--- config.mk ---
export PLATFORM = sky130hd
export DESIGN_NAME = stop_and_wait_arq_link
export DESIGN_NICKNAME = d
export VERILOG_FILES = /design/src/rtl/sawarq_pkg.sv /design/src/rtl/stop_and_wait_arq_link.sv
export SDC_FILE = /design/constraint.sdc
export NUM_CORES = 2
export LEC_CHECK = 0
export BUFFER_PORTS_ARGS = -buffer_cell sky130_fd_sc_hd__buf_2
export CORE_UTILIZATION = 40
export CTS_CLUSTER_SIZE = 8
export DETAILED_ROUTE_END_ITERATION = 10
export GPL_ROUTABILITY_DRIVEN = 0
export GPL_TIMING_DRIVEN = 0
export SETUP_SLACK_MARGIN = 0.15
export SYNTH_ARGS = -nofsm -noshare
export SYNTH_HDL_FRONTEND = slang
export SYNTH_SLANG_ARGS = --single-unit
--- constraint.sdc ---
create_clock -name clk -period 13.7 [get_ports clk]
set_input_delay 1.37 -clock clk [delete_from_list [all_inputs] [get_ports clk]]
set_output_delay 1.37 -clock clk [all_outputs]
set_load 0.02 [all_outputs]
--- src/rtl/sawarq_pkg.sv ---
`timescale 1ns / 1ps
`default_nettype none
package sawarq_pkg;

  localparam int QueueDepth = 8;
  localparam int QueueIdxW  = $clog2(QueueDepth);
  localparam int TagW       = 8;
  localparam int MaxResults = 3;

  typedef enum logic [1:0] {
    CMD_TICK = 2'd0,
    CMD_SEND = 2'd1,
    CMD_RECV = 2'd2,
    CMD_NONE = 2'd3
  } cmd_t;

  typedef enum logic [2:0] {
    KIND_ACCEPTED = 3'd0,
    KIND_REJECTED = 3'd1,
    KIND_TX_DATA  = 3'd2,
    KIND_TX_ACK   = 3'd3,
    KIND_DELIVER  = 3'd4,
    KIND_ACKED    = 3'd5,
    KIND_FAILED   = 3'd6,
    KIND_SPARE    = 3'd7
  } kind_t;

  typedef enum logic [2:0] {
    REG_LOCAL_SESSION = 3'd0,
    REG_INIT_PEER     = 3'd1,
    REG_INIT_VALID    = 3'd2,
    REG_ACK_TIMEOUT   = 3'd3,
    REG_MAX_RETRIES   = 3'd4,
    REG_MAX_LEN       = 3'd5,
    REG_ACK_TYPE      = 3'd6,
    REG_UNUSED        = 3'd7
  } reg_idx_t;

  localparam logic [15:0] SessionReset = 16'd1;
  localparam logic [15:0] TimeoutReset = 16'd300;
  localparam logic [2:0]  RetriesReset = 3'd3;
  localparam logic [7:0]  MaxLenReset  = 8'd250;
  localparam logic [2:0]  RetryCap     = 3'd6;
  localparam logic [2:0]  AttemptsMax  = 3'd7;

  typedef struct packed {
    logic [3:0]      ptype;
    logic [15:0]     seq;
    logic [TagW-1:0] tag;
  } qentry_t;

  typedef struct packed {
    kind_t           kind;
    logic [47:0]     dest;
    logic [3:0]      ptype;
    logic [15:0]     seq;
    logic [15:0]     sess;
    logic [15:0]     aseq;
    logic [15:0]     asess;
    logic [TagW-1:0] tag;
    logic [15:0]     rtt;
    logic [2:0]      retry;
  } result_t;

endpackage
`default_nettype wire

--- src/rtl/stop_and_wait_arq_link.sv ---
`timescale 1ns / 1ps
`default_nettype none
// Stop-and-wait ARQ link engine.
// Results of an item are registered and appear the cycle after it is accepted,
// one beat per cycle while out_ready is high, up to three beats per item.
// Throughput: one item per cycle while items yield at most one beat and out_ready
// is high; else one item per result beat (the result group register drains first).
// Reset (rst, synchronous): clears timers, queue pointers, flight and dedup state,
// and returns every config register to its default.
module stop_and_wait_arq_link (
  input  wire logic                     clk,
  input  wire logic                     rst,
  // configuration writes
  input  wire logic                     cfg_valid,
  output logic                          cfg_ready,
  input  wire logic [2:0]               cfg_index,
  input  wire logic [47:0]              cfg_data,
  // input items
  input  wire logic                     in_valid,
  output logic                          in_ready,
  input  wire logic [1:0]               cmd,
  input  wire logic [3:0]               pkt_type,
  input  wire logic [15:0]              sequence_req,
  input  wire logic [15:0]              session,
  input  wire logic [15:0]              ack_sequence,
  input  wire logic [15:0]              ack_session,
  input  wire logic [47:0]              sender_address,
  input  wire logic [sawarq_pkg::TagW-1:0] payload_tag,
  input  wire logic [7:0]               payload_length,
  // results
  output logic                          out_valid,
  input  wire logic                     out_ready,
  output logic [2:0]                    kind,
  output logic                          last,
  output logic [47:0]                   dest_address,
  output logic [3:0]                    out_type,
  output logic [15:0]                   out_sequence,
  output logic [15:0]                   out_session,
  output logic [15:0]                   out_ack_sequence,
  output logic [15:0]                   out_ack_session,
  output logic [sawarq_pkg::TagW-1:0]   out_tag,
  output logic [15:0]                   round_trip_ms,
  output logic [2:0]                    retry_count
);
  import sawarq_pkg::*;

  // Config. The initial peer registers only matter at reset, and reset
  // restores them to their defaults at the same time, so the peer state
  // resets to "unknown" and writes to those two indexes are absorbed.
  logic [15:0] local_session;
  logic [15:0] ack_wait_ms;
  logic [2:0]  retry_max;
  logic [7:0]  max_payload_len;
  logic [3:0]  ack_type_code;

  assign cfg_ready = 1'b1;

  always_ff @(posedge clk) begin
    if (rst) begin
      local_session   <= SessionReset;
      ack_wait_ms     <= TimeoutReset;
      retry_max       <= RetriesReset;
      max_payload_len <= MaxLenReset;
      ack_type_code   <= '0;
    end else if (cfg_valid) begin
      case (reg_idx_t'(cfg_index))
        REG_LOCAL_SESSION: local_session   <= cfg_data[15:0];
        REG_ACK_TIMEOUT:   ack_wait_ms     <= cfg_data[15:0];
        REG_MAX_RETRIES:   retry_max       <= cfg_data[2:0];
        REG_MAX_LEN:       max_payload_len <= cfg_data[7:0];
        REG_ACK_TYPE:      ack_type_code   <= cfg_data[3:0];
        default: ;
      endcase
    end
  end

  // Link state
  logic [31:0]          now_ms, now_ms_next;
  logic [15:0]          next_seq, next_seq_next;
  logic [47:0]          peer_dest, peer_dest_next;
  logic                 peer_known, peer_known_next;
  logic                 pend_active, pend_active_next;
  qentry_t              pend, pend_next;
  logic [2:0]           pend_attempts, pend_attempts_next;
  logic [31:0]          first_sent_ms, first_sent_ms_next;
  logic [31:0]          last_sent_ms, last_sent_ms_next;
  logic [15:0]          deliv_seq, deliv_seq_next;
  logic [15:0]          deliv_session, deliv_session_next;
  logic                 deliv_valid, deliv_valid_next;
  logic [QueueIdxW-1:0] tx_head, tx_head_next;
  logic [QueueIdxW-1:0] tx_tail, tx_tail_next;
  qentry_t              tx_queue [QueueDepth];

  // Result group: all beats of one item, drained one per cycle while out_ready is high
  result_t     grp [MaxResults];
  result_t     grp_next [MaxResults];
  logic [1:0]  grp_cnt, grp_cnt_next;
  logic [1:0]  grp_idx;

  logic in_fire, out_fire, drain_done;
  logic q_wr;
  qentry_t q_wdata, q_head;
  logic [2:0] limit;
  logic [31:0] rtt_full;
  logic [QueueIdxW-1:0] head_inc;

  assign out_valid  = (grp_cnt != 2'd0);
  assign out_fire   = out_valid && out_ready;
  assign drain_done = out_fire && (grp_idx == grp_cnt - 2'd1);
  assign in_ready   = !out_valid || drain_done;
  assign in_fire    = in_valid && in_ready;
  assign limit      = (retry_max > RetryCap) ? RetryCap : retry_max;
  assign head_inc   = tx_head + 1'b1;

  always_comb begin
    result_t r;
    logic    rej;
    r = '0;
    rej = 1'b0;
    now_ms_next        = now_ms;
    next_seq_next      = next_seq;
    peer_dest_next     = peer_dest;
    peer_known_next    = peer_known;
    pend_active_next   = pend_active;
    pend_next          = pend;
    pend_attempts_next = pend_attempts;
    first_sent_ms_next = first_sent_ms;
    last_sent_ms_next  = last_sent_ms;
    deliv_seq_next     = deliv_seq;
    deliv_session_next = deliv_session;
    deliv_valid_next   = deliv_valid;
    tx_head_next       = tx_head;
    tx_tail_next       = tx_tail;
    q_wr               = 1'b0;
    q_wdata            = '{ptype: pkt_type, seq: next_seq, tag: payload_tag};
    rtt_full           = '0;
    for (int i = 0; i < MaxResults; i++) grp_next[i] = '0;
    grp_cnt_next       = 2'd0;

    // item's own action
    case (cmd_t'(cmd))
      CMD_TICK: now_ms_next = now_ms + 32'd1;
      CMD_SEND: begin
        rej = (pkt_type == ack_type_code) || (payload_length > max_payload_len)
              || (head_inc == tx_tail);
        r = '0;
        r.ptype = pkt_type;
        r.tag   = payload_tag;
        if (rej) begin
          r.kind = KIND_REJECTED;
        end else begin
          r.kind = KIND_ACCEPTED;
          r.seq  = next_seq;
          r.sess = local_session;
          q_wr = 1'b1;
          tx_head_next = head_inc;
          next_seq_next = next_seq + 16'd1;
        end
        grp_next[grp_cnt_next] = r;
        grp_cnt_next = grp_cnt_next + 2'd1;
      end
      CMD_RECV: begin
        peer_dest_next  = sender_address;
        peer_known_next = 1'b1;
        if (pkt_type == ack_type_code) begin
          if (pend_active && ack_sequence == pend.seq && ack_session == local_session) begin
            rtt_full = now_ms - first_sent_ms;
            r = '0;
            r.kind  = KIND_ACKED;
            r.ptype = pend.ptype;
            r.seq   = pend.seq;
            r.sess  = local_session;
            r.tag   = pend.tag;
            r.rtt   = (rtt_full > 32'hFFFF) ? 16'hFFFF : rtt_full[15:0];
            r.retry = (pend_attempts != 3'd0) ? pend_attempts - 3'd1 : 3'd0;
            grp_next[grp_cnt_next] = r;
            grp_cnt_next = grp_cnt_next + 2'd1;
            pend_active_next = 1'b0;
          end
        end else begin
          r = '0;
          r.kind  = KIND_TX_ACK;
          r.dest  = sender_address;
          r.ptype = ack_type_code;
          r.seq   = next_seq;
          r.sess  = local_session;
          r.aseq  = sequence_req;
          r.asess = session;
          grp_next[grp_cnt_next] = r;
          grp_cnt_next = grp_cnt_next + 2'd1;
          next_seq_next = next_seq + 16'd1;
          if (!(deliv_valid && session == deliv_session && sequence_req == deliv_seq)) begin
            r = '0;
            r.kind  = KIND_DELIVER;
            r.ptype = pkt_type;
            r.seq   = sequence_req;
            r.sess  = session;
            r.tag   = payload_tag;
            grp_next[grp_cnt_next] = r;
            grp_cnt_next = grp_cnt_next + 2'd1;
            deliv_seq_next     = sequence_req;
            deliv_session_next = session;
            deliv_valid_next   = 1'b1;
          end
        end
      end
      default: ;
    endcase

    // start the head entry when nothing is in flight and the queue holds one, unless cmd is CMD_NONE
    if (cmd_t'(cmd) != CMD_NONE && !pend_active_next && tx_tail != tx_head_next) begin
      pend_next          = q_head;
      tx_tail_next       = tx_tail + 1'b1;
      pend_active_next   = 1'b1;
      pend_attempts_next = 3'd0;
      first_sent_ms_next = now_ms_next;
      if (peer_known_next) begin
        r = '0;
        r.kind  = KIND_TX_DATA;
        r.dest  = peer_dest_next;
        r.ptype = q_head.ptype;
        r.seq   = q_head.seq;
        r.sess  = local_session;
        r.tag   = q_head.tag;
        grp_next[grp_cnt_next] = r;
        grp_cnt_next = grp_cnt_next + 2'd1;
        pend_attempts_next = 3'd1;
        last_sent_ms_next  = now_ms_next;
      end
    end

    // timeout check, ticks only
    if (cmd_t'(cmd) == CMD_TICK && pend_active_next &&
        (now_ms_next - last_sent_ms_next) >= {16'd0, ack_wait_ms}) begin
      if (pend_attempts_next <= limit) begin
        if (peer_known_next) begin
          r = '0;
          r.kind  = KIND_TX_DATA;
          r.dest  = peer_dest_next;
          r.ptype = pend_next.ptype;
          r.seq   = pend_next.seq;
          r.sess  = local_session;
          r.tag   = pend_next.tag;
          grp_next[grp_cnt_next] = r;
          grp_cnt_next = grp_cnt_next + 2'd1;
          if (pend_attempts_next < AttemptsMax)
            pend_attempts_next = pend_attempts_next + 3'd1;
          last_sent_ms_next = now_ms_next;
        end
      end else begin
        r = '0;
        r.kind  = KIND_FAILED;
        r.ptype = pend_next.ptype;
        r.seq   = pend_next.seq;
        r.sess  = local_session;
        r.tag   = pend_next.tag;
        r.retry = pend_attempts_next - 3'd1;
        grp_next[grp_cnt_next] = r;
        grp_cnt_next = grp_cnt_next + 2'd1;
        pend_active_next = 1'b0;
      end
    end
  end

  // head entry, with bypass of the entry written by this very item
  assign q_head = (q_wr && tx_tail == tx_head) ? q_wdata : tx_queue[tx_tail];

  always_ff @(posedge clk) begin
    if (in_fire && q_wr) tx_queue[tx_head] <= q_wdata;
  end

  always_ff @(posedge clk) begin
    if (rst) begin
      now_ms        <= '0;
      next_seq      <= 16'd1;
      peer_dest     <= '0;
      peer_known    <= 1'b0;
      pend_active   <= 1'b0;
      pend          <= '0;
      pend_attempts <= '0;
      first_sent_ms <= '0;
      last_sent_ms  <= '0;
      deliv_seq     <= '0;
      deliv_session <= '0;
      deliv_valid   <= 1'b0;
      tx_head       <= '0;
      tx_tail       <= '0;
    end else if (in_fire) begin
      now_ms        <= now_ms_next;
      next_seq      <= next_seq_next;
      peer_dest     <= peer_dest_next;
      peer_known    <= peer_known_next;
      pend_active   <= pend_active_next;
      pend          <= pend_next;
      pend_attempts <= pend_attempts_next;
      first_sent_ms <= first_sent_ms_next;
      last_sent_ms  <= last_sent_ms_next;
      deliv_seq     <= deliv_seq_next;
      deliv_session <= deliv_session_next;
      deliv_valid   <= deliv_valid_next;
      tx_head       <= tx_head_next;
      tx_tail       <= tx_tail_next;
    end
  end

  // result group register
  always_ff @(posedge clk) begin
    if (rst) begin
      grp_cnt <= '0;
      grp_idx <= '0;
    end else if (in_fire) begin
      grp_cnt <= grp_cnt_next;
      grp_idx <= '0;
    end else if (drain_done) begin
      grp_cnt <= '0;
      grp_idx <= '0;
    end else if (out_fire) begin
      grp_idx <= grp_idx + 2'd1;
    end
  end

  always_ff @(posedge clk) begin
    if (in_fire) begin
      for (int i = 0; i < MaxResults; i++) grp[i] <= grp_next[i];
    end
  end

  result_t cur;
  assign cur              = grp[grp_idx];
  assign kind             = cur.kind;
  assign last             = (grp_idx == grp_cnt - 2'd1);
  assign dest_address     = cur.dest;
  assign out_type         = cur.ptype;
  assign out_sequence     = cur.seq;
  assign out_session      = cur.sess;
  assign out_ack_sequence = cur.aseq;
  assign out_ack_session  = cur.asess;
  assign out_tag          = cur.tag;
  assign round_trip_ms    = cur.rtt;
  assign retry_count      = cur.retry;

endmodule
`default_nettype wire

**Word-level counts from Yosys, hierarchy flattened**

Memory sizes are Yosys's and may differ from the RTL's. A register that Yosys moved wholly into a read port is not among the register bits.
Cells that the tools add are included.

- Register bits after elaboration: 283
- Memory bits (writable): 662
- Output and inout port bits: 150
- Logic and storage cells: 176
- Memories kept: 2

- $add $sub $neg: 13
- Magnitude comparators: 10
- Equality and inequality tests: 18
- Multiplexer cells: 71
- Bitwise logic cells: 4
- Reduce and logical (&&, ||, !) cells: 35

Memories:

| memory | words | bits a word | read ports | clocked after memory_dff | write ports | RTL line | text |
|---|---|---|---|---|---|---|---|
| grp | 3 | 146 | 1 | 1 | 3 | stop_and_wait_arq_link.sv:95 | `result_t grp [MaxResults];` |
| tx_queue | 8 | 28 | 1 | 1 | 1 | stop_and_wait_arq_link.sv:92 | `qentry_t tx_queue [QueueDepth];` |

Operator list:

| kind | number |
|---|---|
| $mux 438 | 5 |
| $bwmux 438 | 3 |
| $mux 146 | 7 |
| $demux 146 s2 | 2 |
| $pmux 146 s2 | 1 |
| $mux 32 | 7 |
| $eq 16x16->1 | 4 |
| $sub 32x32->32 | 2 |
| $mux 28 | 2 |
| $mux 16 | 3 |
| $mux 48 | 1 |
| $mux 3 | 11 |
| $add 32x1->32 const B | 1 |
| $ge 32x16->1 | 1 |
| $gt 32x16->1 const B | 1 |
| $pmux 16 s2 | 1 |
| $mux 2 | 11 |
| $add 16x1->16 const B | 1 |
| $mux 1 | 16 |
| $logic_and 1x1->1 | 15 |
| $reduce_and 2->1 | 6 |
| $add 3x1->3 const B | 3 |
| $eq 3x3->1 const B | 3 |
| $gt 8x8->1 | 1 |
| 27 further kinds | 43 |

**Logic depth before layout (Yosys ltp)**

- Word-level depth: 19
- Mapped depth: 42
- Depth with buffers taken out: 36

**Least setup slack after synthesis**

No wires, ideal clock.

- Path type: input port to flip-flop
- From: in out_ready
- To: reg last_sent_ms[6]
- Library setup time: 0.108 ns
- Data arrival time: 12.866 ns
- Required time: 13.592 ns
- Path slack: 0.726 ns
- Stages on the path: 8
- Buffers on the path: 2
- Path through: a21oi_1 inv_1 nand2_1 inv_1 clkbuf_1 clkbuf_1 nand2_1 o22ai_1

- Word-level cells in the longest chain between the ends: 4

RTL lines:

| item | RTL line | text |
|---|---|---|
| start: declaration | stop_and_wait_arq_link.sv:32 | `input wire logic out_ready,` |
| $logic_and 1x1->1 | stop_and_wait_arq_link.sv:108 | `assign out_fire = out_valid && out_ready;` |
| $logic_and 1x1->1 | stop_and_wait_arq_link.sv:109 | `assign drain_done = out_fire && (grp_idx == grp_cnt - 2'd1);` |
| $logic_or 1x1->1 | stop_and_wait_arq_link.sv:110 | `assign in_ready = !out_valid \|\| drain_done;` |
| net in_ready | stop_and_wait_arq_link.sv:20 | `output logic in_ready,` |
| $logic_and 1x1->1 | stop_and_wait_arq_link.sv:111 | `assign in_fire = in_valid && in_ready;` |
| net in_fire | stop_and_wait_arq_link.sv:100 | `logic in_fire, out_fire, drain_done;` |
| end signal: assignment | stop_and_wait_arq_link.sv:297 | `last_sent_ms <= last_sent_ms_next;` |
| end: declaration | stop_and_wait_arq_link.sv:86 | `logic [31:0] last_sent_ms, last_sent_ms_next;` |

The timed path passes the listed nets, and every way through them passes these cells.
A chain may end at the register's enable or synchronous reset.

==> impl_metrics.xml <==
<?xml version="1.0" encoding="UTF-8"?>
<metrics>
  <group name="clock_tree">
    <metric name="clkSinkCount" unit="">852</metric>
    <metric name="clock-root-buffer" unit="">sky130_fd_sc_hd__clkbuf_16</metric>
    <metric name="cts.repair.resized" unit="">0</metric>
    <metric name="cts_htree_levels" unit="">3</metric>
    <metric name="clock_latency_at_the_later_pin_of_the_worst_skew_pair" unit="ns">0.73</metric>
    <metric name="post_cts_hold_buffer_count" unit="">0</metric>
    <metric name="postCtsSetupRepairBufs" unit="">0</metric>
    <metric name="cts_buffer_depth" unit="">3</metric>
    <metric name="cts_buffers" unit="">117</metric>
    <metric name="cts_tree" unit="">built</metric>
    <metric name="clkSlewWorstSetupHoldPaths" unit="ns">0.05</metric>
  </group>
  <group name="worst_setup_path">
    <metric name="crit_path_start_kind" unit="">input pin</metric>
    <metric name="timing.critical_path.to_type" unit="">register</metric>
    <metric name="worstSetupPathType" unit="">input pin to register</metric>
    <metric name="cp.required" unit="ns">14.13</metric>
    <metric name="cp_data_arrival_time" unit="ns">13.42</metric>
    <metric name="r2r_cells" unit="">38</metric>
    <metric name="worst_r2r_endpoint" unit="">grp[2][84]$_DFFE_PP_</metric>
    <metric name="critical-path-slowest-cell" unit="">sky130_fd_sc_hd__a2111oi_2</metric>
    <metric name="worstSetupStartpoint" unit="">payload_length[7]</metric>
    <metric name="r2r_start" unit="">max_payload_len[7]$_SDFFE_PP1P_</metric>
    <metric name="crit_path_to" unit="">grp[2][84]$_DFFE_PP_</metric>
    <metric name="slowest_delay" unit="ns">0.78</metric>
    <metric name="cp_common_cell" unit="">sky130_fd_sc_hd__clkbuf_1</metric>
    <metric name="worst-path-max-fanout" unit="">10</metric>
    <metric name="regToRegSetupSlack" unit="ns">1.10</metric>
  </group>
  <group name="floorplanning">
    <metric name="core-area" unit="mm2">0.107</metric>
    <metric name="die_height" unit="um">331</metric>
    <metric name="rows" unit="">120</metric>
    <metric name="die_width" unit="um">331</metric>
    <metric name="die-area" unit="mm2">0.110</metric>
    <metric name="initial_utilization" unit="%">40.5</metric>
    <metric name="boundaryPins" unit="">340</metric>
  </group>
  <group name="detailed_routing">
    <metric name="detail_route.first_pass.iterations" unit="">8</metric>
    <metric name="antenna_left" unit="">0</metric>
    <metric name="drc_errors" unit="">0</metric>
    <metric name="route.final.wire_length" unit="um">144000</metric>
    <metric name="drt_iter0_drc" unit="">3461</metric>
    <metric name="topRoutingLayerUsed" unit="">met5</metric>
    <metric name="dr_wl_met2" unit="um">63900</metric>
    <metric name="routedLengthMet1" unit="um">62100</metric>
    <metric name="post_dr_wirelength_cell" unit="um">23.1</metric>
    <metric name="viasPerCell" unit="">5.60</metric>
    <metric name="vias" unit="">34900</metric>
    <metric name="route.met3.wl" unit="um">12900</metric>
  </group>
  <group name="synthesis">
    <metric name="synthesized_area_fraction_occupied_by_ao_oa_aoi_and_oai_cells" unit="%">14.1</metric>
    <metric name="syn_avg_cell_area" unit="um2">10.1</metric>
    <metric name="synthesis.area" unit="mm2">0.0434</metric>
    <metric name="synth-xor-area-share" unit="%">3.76</metric>
    <metric name="yosys_register_bits" unit="">852</metric>
    <metric name="synth_enable_flop_cells" unit="">564</metric>
    <metric name="synth-async-reset-ratio" unit="%">0</metric>
    <metric name="yosysWarningCount" unit="">0</metric>
    <metric name="muxShareOfSynthArea" unit="%">8.11</metric>
    <metric name="synth_ff_type" unit="">sky130_fd_sc_hd__edfxtp_1</metric>
    <metric name="synth.yosys.seq_area_share" unit="%">52.3</metric>
    <metric name="simple_gate_fraction_of_synth_area" unit="%">13.8</metric>
    <metric name="post_syn_instances" unit="">4287</metric>
    <metric name="synthAdderAreaFrac" unit="%">3.16</metric>
    <metric name="postSynthNetCount" unit="">4582</metric>
    <metric name="synth_top_family_by_area" unit="">compound AO/OA/AOI/OAI gates</metric>
    <metric name="count_of_different_cell_masters_after_synthesis" unit="">84</metric>
  </group>
  <group name="finish">
    <metric name="area_growth_syn_to_layout" unit="%">16.6</metric>
    <metric name="final_cell_area" unit="mm2">0.0506</metric>
    <metric name="fraction_of_final_layout_cells_sized_beyond_drive_strength_1" unit="%">13.1</metric>
    <metric name="nNetsFinal" unit="">5026</metric>
    <metric name="most-common-layout-cells" unit="">sky130_fd_sc_hd__nand2_1 (568), sky130_fd_sc_hd__edfxtp_1 (564), sky130_fd_sc_hd__nor2_1 (363)</metric>
    <metric name="mostFrequentLayoutCell" unit="">sky130_fd_sc_hd__nand2_1</metric>
  </group>
  <group name="grt">
    <metric name="vias_in_the_first_global_route" unit="">33300</metric>
    <metric name="grt_max_degree" unit="">69</metric>
    <metric name="global_route.usage.total" unit="%">25.6</metric>
    <metric name="antenna_found_initial" unit="">17</metric>
    <metric name="overflow" unit="">0</metric>
    <metric name="wire_length_of_the_first_global_routing_pass" unit="um">213000</metric>
  </group>
  <group name="power_and_ir_drop">
    <metric name="power_frac_clock" unit="%">39.3</metric>
    <metric name="seq_power_share" unit="%">42.0</metric>
    <metric name="p_int" unit="mW">4.97</metric>
    <metric name="power" unit="mW">7.03</metric>
    <metric name="cellLeakagePower" unit="nW">18.4</metric>
    <metric name="power.density_cell_area" unit="mW/mm2">139</metric>
    <metric name="worst_ir_drop_vdd" unit="uV">97.7</metric>
    <metric name="net-switching-power" unit="mW">2.06</metric>
    <metric name="comb_power_share" unit="%">18.7</metric>
    <metric name="power.share.switching" unit="%">29.3</metric>
  </group>
  <group name="job">
    <metric name="drv.max_cap_violation_count" unit="">0</metric>
  </group>
  <group name="min_path">
    <metric name="timing.hold.worst.class" unit="">register to register</metric>
  </group>
  <group name="outcome">
    <metric name="result_of_the_run" unit="">finished, final reports clean</metric>
  </group>
  <group name="timing">
    <metric name="worst_pin_slew" unit="ns">1.25</metric>
    <metric name="final.period_utilization" unit="%">94.8</metric>
    <metric name="max_freq" unit="MHz">77.0</metric>
    <metric name="finalWorstPathRequiredPeriod" unit="ns">12.98</metric>
    <metric name="maxSlewHeadroom" unit="%">16.9</metric>
    <metric name="slew_violations" unit="">0</metric>
    <metric name="rsz0062_at_grt" unit="">no</metric>
    <metric name="final-hold-violation-count" unit="">0</metric>
    <metric name="worst_clock_skew" unit="ns">0.0536</metric>
    <metric name="setup_viol" unit="">0</metric>
  </group>
  <group name="place">
    <metric name="placement_stage_cell_area" unit="mm2">0.0471</metric>
    <metric name="io_buffer_count" unit="">306</metric>
    <metric name="place_hpwl" unit="um">106000</metric>
  </group>
</metrics>
-- worst min-delay path by stage --
stage | from | endpoint | slack [ns] | cells after the start
2_1_floorplan | last_sent_ms[6]$_SDFFE_PP0P_ | last_sent_ms[6]$_SDFFE_PP0P_ | 0.43 | 2
3_3_place_gp | peer_dest[27]$_SDFFE_PP0P_ | peer_dest[27]$_SDFFE_PP0P_ | 0.44 | 2
3_5_place_dp | peer_dest[27]$_SDFFE_PP0P_ | peer_dest[27]$_SDFFE_PP0P_ | 0.45 | 2
4_1_cts | peer_dest[40]$_SDFFE_PP0P_ | peer_dest[40]$_SDFFE_PP0P_ | 0.45 | 2
5_1_grt | peer_dest[31]$_SDFFE_PP0P_ | peer_dest[31]$_SDFFE_PP0P_ | 0.47 | 2
6_report | peer_dest[15]$_SDFFE_PP0P_ | peer_dest[15]$_SDFFE_PP0P_ | 0.46 | 2
-- kinds of logic after synthesis --
kind of cell / after synthesis
mux: 274
other cells: 1
xor+xnor: 182
buf+inv: 523
flops: 852
compound gates: 1001
fa+ha+maj: 109
simple gates: 1345
-- flip-flops by register name (all words and copies together) (netlist names), 4 cells and up, named ones only --
signal / count
deliv_session: 16
ack_type_code: 4
ack_wait_ms: 16
now_ms: 32
first_sent_ms: 32
local_session: 16
tx_queue: 224
pend: 28
last_sent_ms: 32
deliv_seq: 16
grp: 340
next_seq: 16
max_payload_len: 8
peer_dest: 48
-- Yosys cell counts, drive strengths merged (48+ instances only) --
library cell / count / share of area [%]
nand2: 568 / 4.9
edfxtp: 564 / 39
nor2: 369 / 3.2
a21oi: 360 / 4.2
dfxtp: 288 / 13
inv: 248 / 2.1
o21ai: 224 / 2.6
clkbuf: 216 / 1.9
mux2i: 158 / 3.6
and2: 113 / 1.6
ha: 103 / 3.0
xnor2: 94 / 1.9
nand3: 92 / 1.1
xor2: 86 / 1.7
a211oi: 73 / 1.4
o22ai: 63 / 0.91
mux2: 60 / 1.6
buf: 58 / 0.64
mux4: 56 / 2.9
a31oi: 48 / 0.69
-- power groups by stage --
stage | Clock, mW | Sequential [mW] | Combinational [mW]
after CTS | 2.80 | 2.95 | 1.30
after global placement | 0 | 3.06 | 1.27
after floorplan | 0 | 3.02 | 0.863
final | 2.77 | 2.95 | 1.31
after global routing | 2.90 | 2.96 | 1.43
after detailed placement | 0 | 3.00 | 1.29
-- critical path: cells and delay by family --
family | cells | cell delay [ns]
buffers and inverters | 6 | 2.11
adders and majority gates | 4 | 1.27
AOI/OAI and AO/OA | 17 | 4.66
and+or+nand+nor | 10 | 3.80
xor gates and xnor gates | 1 | 0.17
-- routing by layer --
metal  track usage (%)  vias up
met3              4.83      279
met5                 0        -
met2              39.5     1597
met4              9.57        6
met1              35.7    16800
li1                  -    16300
-- final cells by class --
type                            count  area [um2]
Antenna cell                        7        17.5
Buffer                            274        1090
Clock buffer                      207        3290
Clock inverter                      8         195
Fill cell                       10000       56600
Inverter                          249         935
Multi-Input combinational cell   2912       18700
Sequential cell                   852       22700
Tap cell                         1403        1760
Timing Repair Buffer              325        1890
-- through the flow --
| stage | hold WS (ns) | TNS (ns) | utilization, % | std cells | setup slack (ns) |
|---|---|---|---|---|---|
| 6_report | 0.457 | 0 | 47.2 | 6237 | 0.717 |
| 5_1_grt | 0.472 | 0 | 47.2 | 6233 | 0.156 |
| 4_1_cts | 0.454 | 0 | 47.2 | 6230 | 0.777 |
| 3_5_place_dp | 0.449 | 0 | 43.9 | 6015 | 0.0369 |
| 3_3_place_gp | 0.440 | -1431.95 | 43.5 | 5996 | -5.16 |
| 2_1_floorplan | 0.429 | 0 | - | 4287 | 0.726 |
(Power assumes the default switching activity.)
